**src/sv/ede_pkg.sv**
```systemverilog
// Package for the edit distance engine: command codes, field widths,
// the token that travels along the cell chain and a saturating increment.
// No dependencies.
package ede_pkg;

  localparam int SYM_W           = 21;
  localparam int DIST_W          = 16;
  localparam int MAX_PATTERN_DEF = 64;

  localparam logic [1:0] CMD_PATTERN = 2'd0;
  localparam logic [1:0] CMD_TEXT    = 2'd1;
  localparam logic [1:0] CMD_FINISH  = 2'd2;

  localparam logic [DIST_W-1:0] DIST_MAX = {DIST_W{1'b1}};

  // One wavefront token: a text step or a finish sweep.
  typedef struct packed {
    logic              vld;
    logic              fin;
    logic              sub_mode;
    logic [SYM_W-1:0]  sym;
    logic [DIST_W-1:0] left;
    logic [DIST_W-1:0] diag;
  } token_t;

  // Adds zero or one and holds at the top of the range.
  function automatic logic [DIST_W-1:0] sat_inc(input logic [DIST_W-1:0] x,
                                                input logic d);
    logic [DIST_W-1:0] r;
    if (x == DIST_MAX) begin
      r = x;
    end else begin
      r = x + {{(DIST_W-1){1'b0}}, d};
    end
    return r;
  endfunction

endpackage

```
**src/sv/ede_cell.sv**
```systemverilog
// One column cell of the edit distance chain: holds one pattern character and
// one row value, and updates that value as a token passes. Uses ede_pkg.
module ede_cell #(
  parameter int MAX_PATTERN = ede_pkg::MAX_PATTERN_DEF,
  parameter int IDX         = 1
) (
  input  logic                               clk,
  input  logic                               rst_n,
  input  ede_pkg::token_t                    tin,
  output ede_pkg::token_t                    tout,
  input  logic [$clog2(MAX_PATTERN+1)-1:0]   len,
  input  logic                               pat_we,
  input  logic [ede_pkg::SYM_W-1:0]          pat_sym
);
  import ede_pkg::*;

  localparam int LEN_W = $clog2(MAX_PATTERN + 1);
  localparam logic [LEN_W-1:0] IDX_L  = LEN_W'(IDX);
  localparam logic [LEN_W-1:0] IDX_M1 = LEN_W'(IDX - 1);
  localparam logic [DIST_W-1:0] IDX_D = DIST_W'(IDX);

  logic [SYM_W-1:0]  pat_r;
  logic [DIST_W-1:0] row_r, row_nxt;
  token_t            tok_r, tok_nxt;

  logic              active, last;
  logic [DIST_W-1:0] c_left, c_up, c_diag, best;

  // Candidates from the left, from above and from the diagonal.
  always_comb begin
    last   = (IDX_L == len);
    active = tin.vld && !tin.fin && (IDX_L <= len);
    c_left = sat_inc(tin.left, 1'b1);
    c_up   = sat_inc(row_r, ~(tin.sub_mode & last));
    c_diag = sat_inc(tin.diag, pat_r != tin.sym);
    best   = c_left;
    if (c_up < best) begin
      best = c_up;
    end
    if (c_diag < best) begin
      best = c_diag;
    end
  end

  // A text token takes the new value on; a finish token picks up the
  // distance at the last pattern column and returns the row to its start.
  always_comb begin
    tok_nxt = tin;
    row_nxt = row_r;
    if (tin.vld && tin.fin) begin
      row_nxt = IDX_D;
      if (last) begin
        tok_nxt.left = row_r;
      end
    end else if (active) begin
      row_nxt      = best;
      tok_nxt.left = best;
      tok_nxt.diag = row_r;
    end
  end

  // Row value and token valid are control state.
  always_ff @(posedge clk) begin
    if (!rst_n) begin
      row_r     <= IDX_D;
      tok_r.vld <= 1'b0;
    end else begin
      row_r <= row_nxt;
      tok_r <= tok_nxt;
    end
  end

  // The pattern character is written while loading at this column.
  always_ff @(posedge clk) begin
    if (pat_we && (len == IDX_M1)) begin
      pat_r <= pat_sym;
    end
  end

  assign tout = tok_r;

endmodule

```
**config.mk**
```make
export PLATFORM = sky130hd
export DESIGN_NAME = ede_cell
export DESIGN_NICKNAME = d
export VERILOG_FILES = /design/src/sv/ede_pkg.sv /design/src/sv/ede_cell.sv
export SDC_FILE = /design/constraint.sdc
export NUM_CORES = 1
export LEC_CHECK = 0
export ABC_AREA = 0
export BUFFER_PORTS_ARGS = -buffer_cell sky130_fd_sc_hd__buf_2
export CAP_MARGIN = 40
export CORE_MARGIN = 10
export CORE_UTILIZATION = 43
export CTS_CLUSTER_SIZE = 24
export DETAILED_ROUTE_END_ITERATION = 10
export GPL_TIMING_DRIVEN = 0
export HOLD_SLACK_MARGIN = 0.1
export PLACE_DENSITY = 0.66
export SLEW_MARGIN = 20
export SYNTH_ARGS = -nofsm -noshare
export SYNTH_HDL_FRONTEND = slang
export SYNTH_SLANG_ARGS = --single-unit
export TNS_END_PERCENT = 10
```
**constraint.sdc**
```tcl
create_clock -name clk -period 9 [get_ports clk]
set_input_delay 0.9 -clock clk [delete_from_list [all_inputs] [get_ports clk]]
set_output_delay 0.9 -clock clk [all_outputs]
set_load 0.005 [all_outputs]
```
# Yosys cells after proc, flatten, opt, wreduce, memory -nomap -nowiden
# Cells that the tools add are included.
# totals
inputBits,87
register_bits,93
wordCells,38
output_inout_bits,56
# op_classes
add_sub_neg,3
muxes,9
magnitude_cmp,3
reduce_logical,7
n_eq_ne,5
n_bitwise,3
# ops
cell,n
2-to-1 mux 16 bit,8
== test 16 bit (second input constant),3
adder 16 x 1 -> 16 bit,2
< comparator 16 bit,2
2-to-1 mux 32 bit,1
!= test 21 bit,1
adder 16 x 1 -> 16 bit (second input constant),1
== test 1 x 7 -> 1 bit (first input constant),1
<= comparator 1 x 7 -> 1 bit (first input constant),1
logical NOT 7 bit,1
logical AND 1 bit,4
inverter 1 bit,2
OR reduction 2 bit,1
bitwise AND 1 bit,1
logical NOT 1 bit,1

# Longest topological paths before layout
# logic_depth
word_depth,11
depth_mapped,27
depth_no_buf,24

# Worst setup path after synthesis
# OpenSTA, ideal clock, no wires.
# synth_timing
path_type,in2reg
from,in len[2]
to,"reg tok_r, in the netlist tout[23] (data pin)"
n_path_buf,3
setup_time_ns,0.152
cell_stages,25
required_ns,8.848
path_slack_ns,2.893
arrival_time_ns,5.955
path_cell_list,nor2_1 > and3_1 > nand3_1 > ha_1 > nand3_1 > nor4_1 > and3_1 > mux2_2 > ha_1 > nand4_1 > a2111oi_1 > o21a_2 > buf_6 > or3_1 > nand2_1 > ha_1 > a211o_1 > a21oi_1 > o21ai_0 > a221oi_1 > and2_0 > buf_2 > buf_2 > nand2_1 > a31oi_1
# synth_rtl
item,line,rtl
from (decl),ede_cell.sv:11,"input logic [$clog2(MAX_PATTERN+1)-1:0] len,"
to (signal assigned),ede_cell.sv:69,tok_r <= tok_nxt;
to (decl),ede_cell.sv:24,"token_t tok_r, tok_nxt;"

==> flow_summary.toml <==
[outcome]
status = "complete, no violations"

[worst_setup_path]
cp_max_fo = 10
crit_required_ns = 9.17
r2r_setup_slack_ns = 2.06
endpoint_kind = "flip-flop"
rr_worst_depth = 22
cp.arrival_ns = 7.50
cp-start-kind = "primary input"
r2r-start = "row_r[0]"
crit_path_end = "tout[23]"
r2r_end = "tout[23]"
path_class = "in -> reg"
cp-startpoint = "len[2]"

[sta]
fin_skew_ns = 0.009351
finalHoldViolations = 0
finalSetupViolCount = 0
period_needed_ns = 7.329
tightestPinTransition_ns = 0.9486
slew_viol_final = 0
setup_ws_ns = 1.671
max_clock_freq_ghz = 0.1364
tns_ns = 0
timing.final.crit_share_pct = 81.43
grt_setup_unrepaired = "no"
maxSlewHeadroom_pct = 36.27

[synthesis]
async_flop_share_pct = 0
synth_top_area_share_pct = 36.71
yosys_most_used_dff = "edfxtp_1"
syn-cell-area_um2 = 6216
synth_common_cells = "76 x edfxtp_1, 75 x nand2_1, 37 x nand3_1"
yosysWarningCount = 0
syn-num-nets = 754
ys_top_cells_by_area = "edfxtp_1 37%, ha_1 7.0%, dfxtp_1 5.5%, nand2_1 4.5%, xnor2_1 4.4%"
synth_area_leader_cell = "edfxtp_1"
netlist_instances = 632
ys_seq_elements = 93
synth.distinct_cells = 72
synth_edf_count = 76
ys_seq_area_share_pct = 42.19
synth.avg_cell_area_um2 = 9.835
yosysMostFrequentCell = "edfxtp_1"

[floorplanning]
coreArea_um2 = 14040
die_w_um = 140.2
die_h_um = 140.2
std_cell_rows = 43
initial_core_util_pct = 44.27
dieArea_um2 = 19660
io-pin-count = 143

[route]
routed_via_density = 5.947
routed_wl_um = 21180
first_pass_iters = 5
avgRoutedWirePerCell_um = 21.81
drc = 0
drtAntennaViolNets = 0
drt-initial-drc-count = 442
vias = 5775

[global_routing]
gr-total-overflow = 0
grt_pass1_vias = 5714
antenna_found_initial = 0
track_usage_pct = 20.52
grt_pass1_wl_um = 32330
grt_max_degree = 59

[finish]
synthToLayoutAreaGrowth_pct = 20.43
drive_gt1_share_pct = 25.41
regArea_um2 = 2623
multiInputGateArea_um2 = 3366
fill_cells = 1303
final_nets = 908
antenna_cells = 0

[clock_tree]
root_buffer = "clkbuf_16"
hold_buffers = 0
cts_tree = "built"
cts_buffer_depth = 2
clock_sinks = 93
cts-resized-gates = 0
h-tree-depth = 3
cts_setup_buffers = 0
clkTransAtPathRegs_ns = 0.07
clock_latency_ns = 0.35
cts_buffers = 9

[power_and_ir_drop]
power_density_nw_per_um2 = 149.3
p_leak_nw = 3.035
vdd_drop_max_v = 0.00009536

[placement]
pre_cts_slack_ns = 1.499
io_buffers = 142
place.gp.congestion = 0.9517
dp_hpwl_um = 17180

[run]
maxCapViolations = 0

[min_path]
hold_class = "reg -> reg"
==> per-layer routing <==
layer | global-route usage (%) | vias to the layer above | share of wire, %
met1 | 26.87 | 2721 | 43
met2 | 33.89 | 268 | 48
met4 | 6.196 | 0 | 2.0
met5 | 0 | - | 0
li1 | - | 2758 | -
met3 | 3.279 | 28 | 7.0
==> worst min path at each step <==
| stage | cells after the start | slack, ns | to | startpoint |
|---|---|---|---|---|
| 2_1_floorplan | 2 | 0.52 | row_r[15] | row_r[15] |
| 3_3_place_gp | 2 | 0.59 | row_r[15] | row_r[15] |
| 3_5_place_dp | 2 | 0.60 | row_r[15] | row_r[15] |
| 4_1_cts | 2 | 0.61 | row_r[15] | row_r[15] |
| 5_1_grt | 2 | 0.66 | row_r[15] | row_r[15] |
| 6_report | 2 | 0.62 | row_r[15] | row_r[15] |
==> stage by stage <==
step	power, mW	instance area, um2	hold WS [ns]	std cells	util (%)
4_1_cts	1.122	7486	0.6102	971	53.31
5_1_grt	1.166	7486	0.6588	971	53.31
2_1_floorplan	0.6250	6216	0.5207	632	-
3_5_place_dp	0.7215	7169	0.5998	955	51.06
6_report	1.117	7486	0.6227	971	53.31
3_3_place_gp	0.7172	7152	0.5944	954	50.93
==> flip-flops by register name, summed over array words and instances (netlist names) <==
| name | flops |
|---|---|
| tout | 56 |
| pat_r | 21 |
| row_r | 16 |
==> layout by cell type (no fill, tap or decap), types with 9 or more instances in the layout <==
cell and count:
buf_2 151, o21ai_1 9, ha_1 35, nor4_1 15, dfxtp_1 17, nand2_1 75, clkbuf_1 13, xor2_1 16
a21oi_1 22, xnor2_1 31, nor2_1 22, nand4_1 30, inv_1 17, nand3_1 37, nor3_1 26, o22ai_1 11
clkbuf_16 9, edfxtp_1 76, o21ai_0 26, and3_1 19
==> logic make-up (layout without fill, tap and decap cells) <==
group / after synthesis / in the layout / synth area share [%]
AND/OR/NAND/NOR: 260 / 260 / 22.52
AO/OA/AOI/OAI: 147 / 147 / 17.45
buffers and inverters: 47 / 206 / 3.663
flip-flops: 93 / 93 / 42.19
XOR/XNOR: 47 / 47 / 6.622
adder cells (fa/ha/maj): 35 / 35 / 7.045
multiplexers: 3 / 3 / 0.5032
==> critical path, stage by stage <==
cell,delay [ns]
buf_2,0.07
nor2_1,0.04
and3_1,0.19
nand3_1,0.09
ha_1,0.20
nand3_1,0.18
nor4_1,0.41
and3_1,0.23
mux2_2,0.35
ha_1,0.30
nand4_1,0.18
a2111oi_1,0.83
o21a_2,0.34
buf_6,0.15
or3_1,0.15
nand2_1,0.07
ha_1,0.30
a211o_1,0.30
a21oi_1,0.14
o21ai_0,0.11
a221oi_1,0.43
and2_0,0.50
buf_2,0.37
buf_2,0.28
nand2_1,0.12
a31oi_1,0.23
==> power by group <==
group          total (mW)  internal, mW  leakage, nW  switching (mW)
logic               0.212        0.0821         2.01           0.130
clock network       0.401         0.223        0.152           0.179
registers           0.504         0.492        0.870          0.0118
==> layout make-up <==
class | instances | area share, %
multi-input cells | 492 | 44.96
well taps | 180 | 3.009
plain buffers | 30 | 2.190
inverters | 17 | 0.8524
clock buffers | 9 | 3.009
repair buffers | 143 | 9.728
flip-flops and latches | 93 | 35.03
clock inverters | 7 | 1.220
Note: power is estimated with default switching activity, not from simulation.
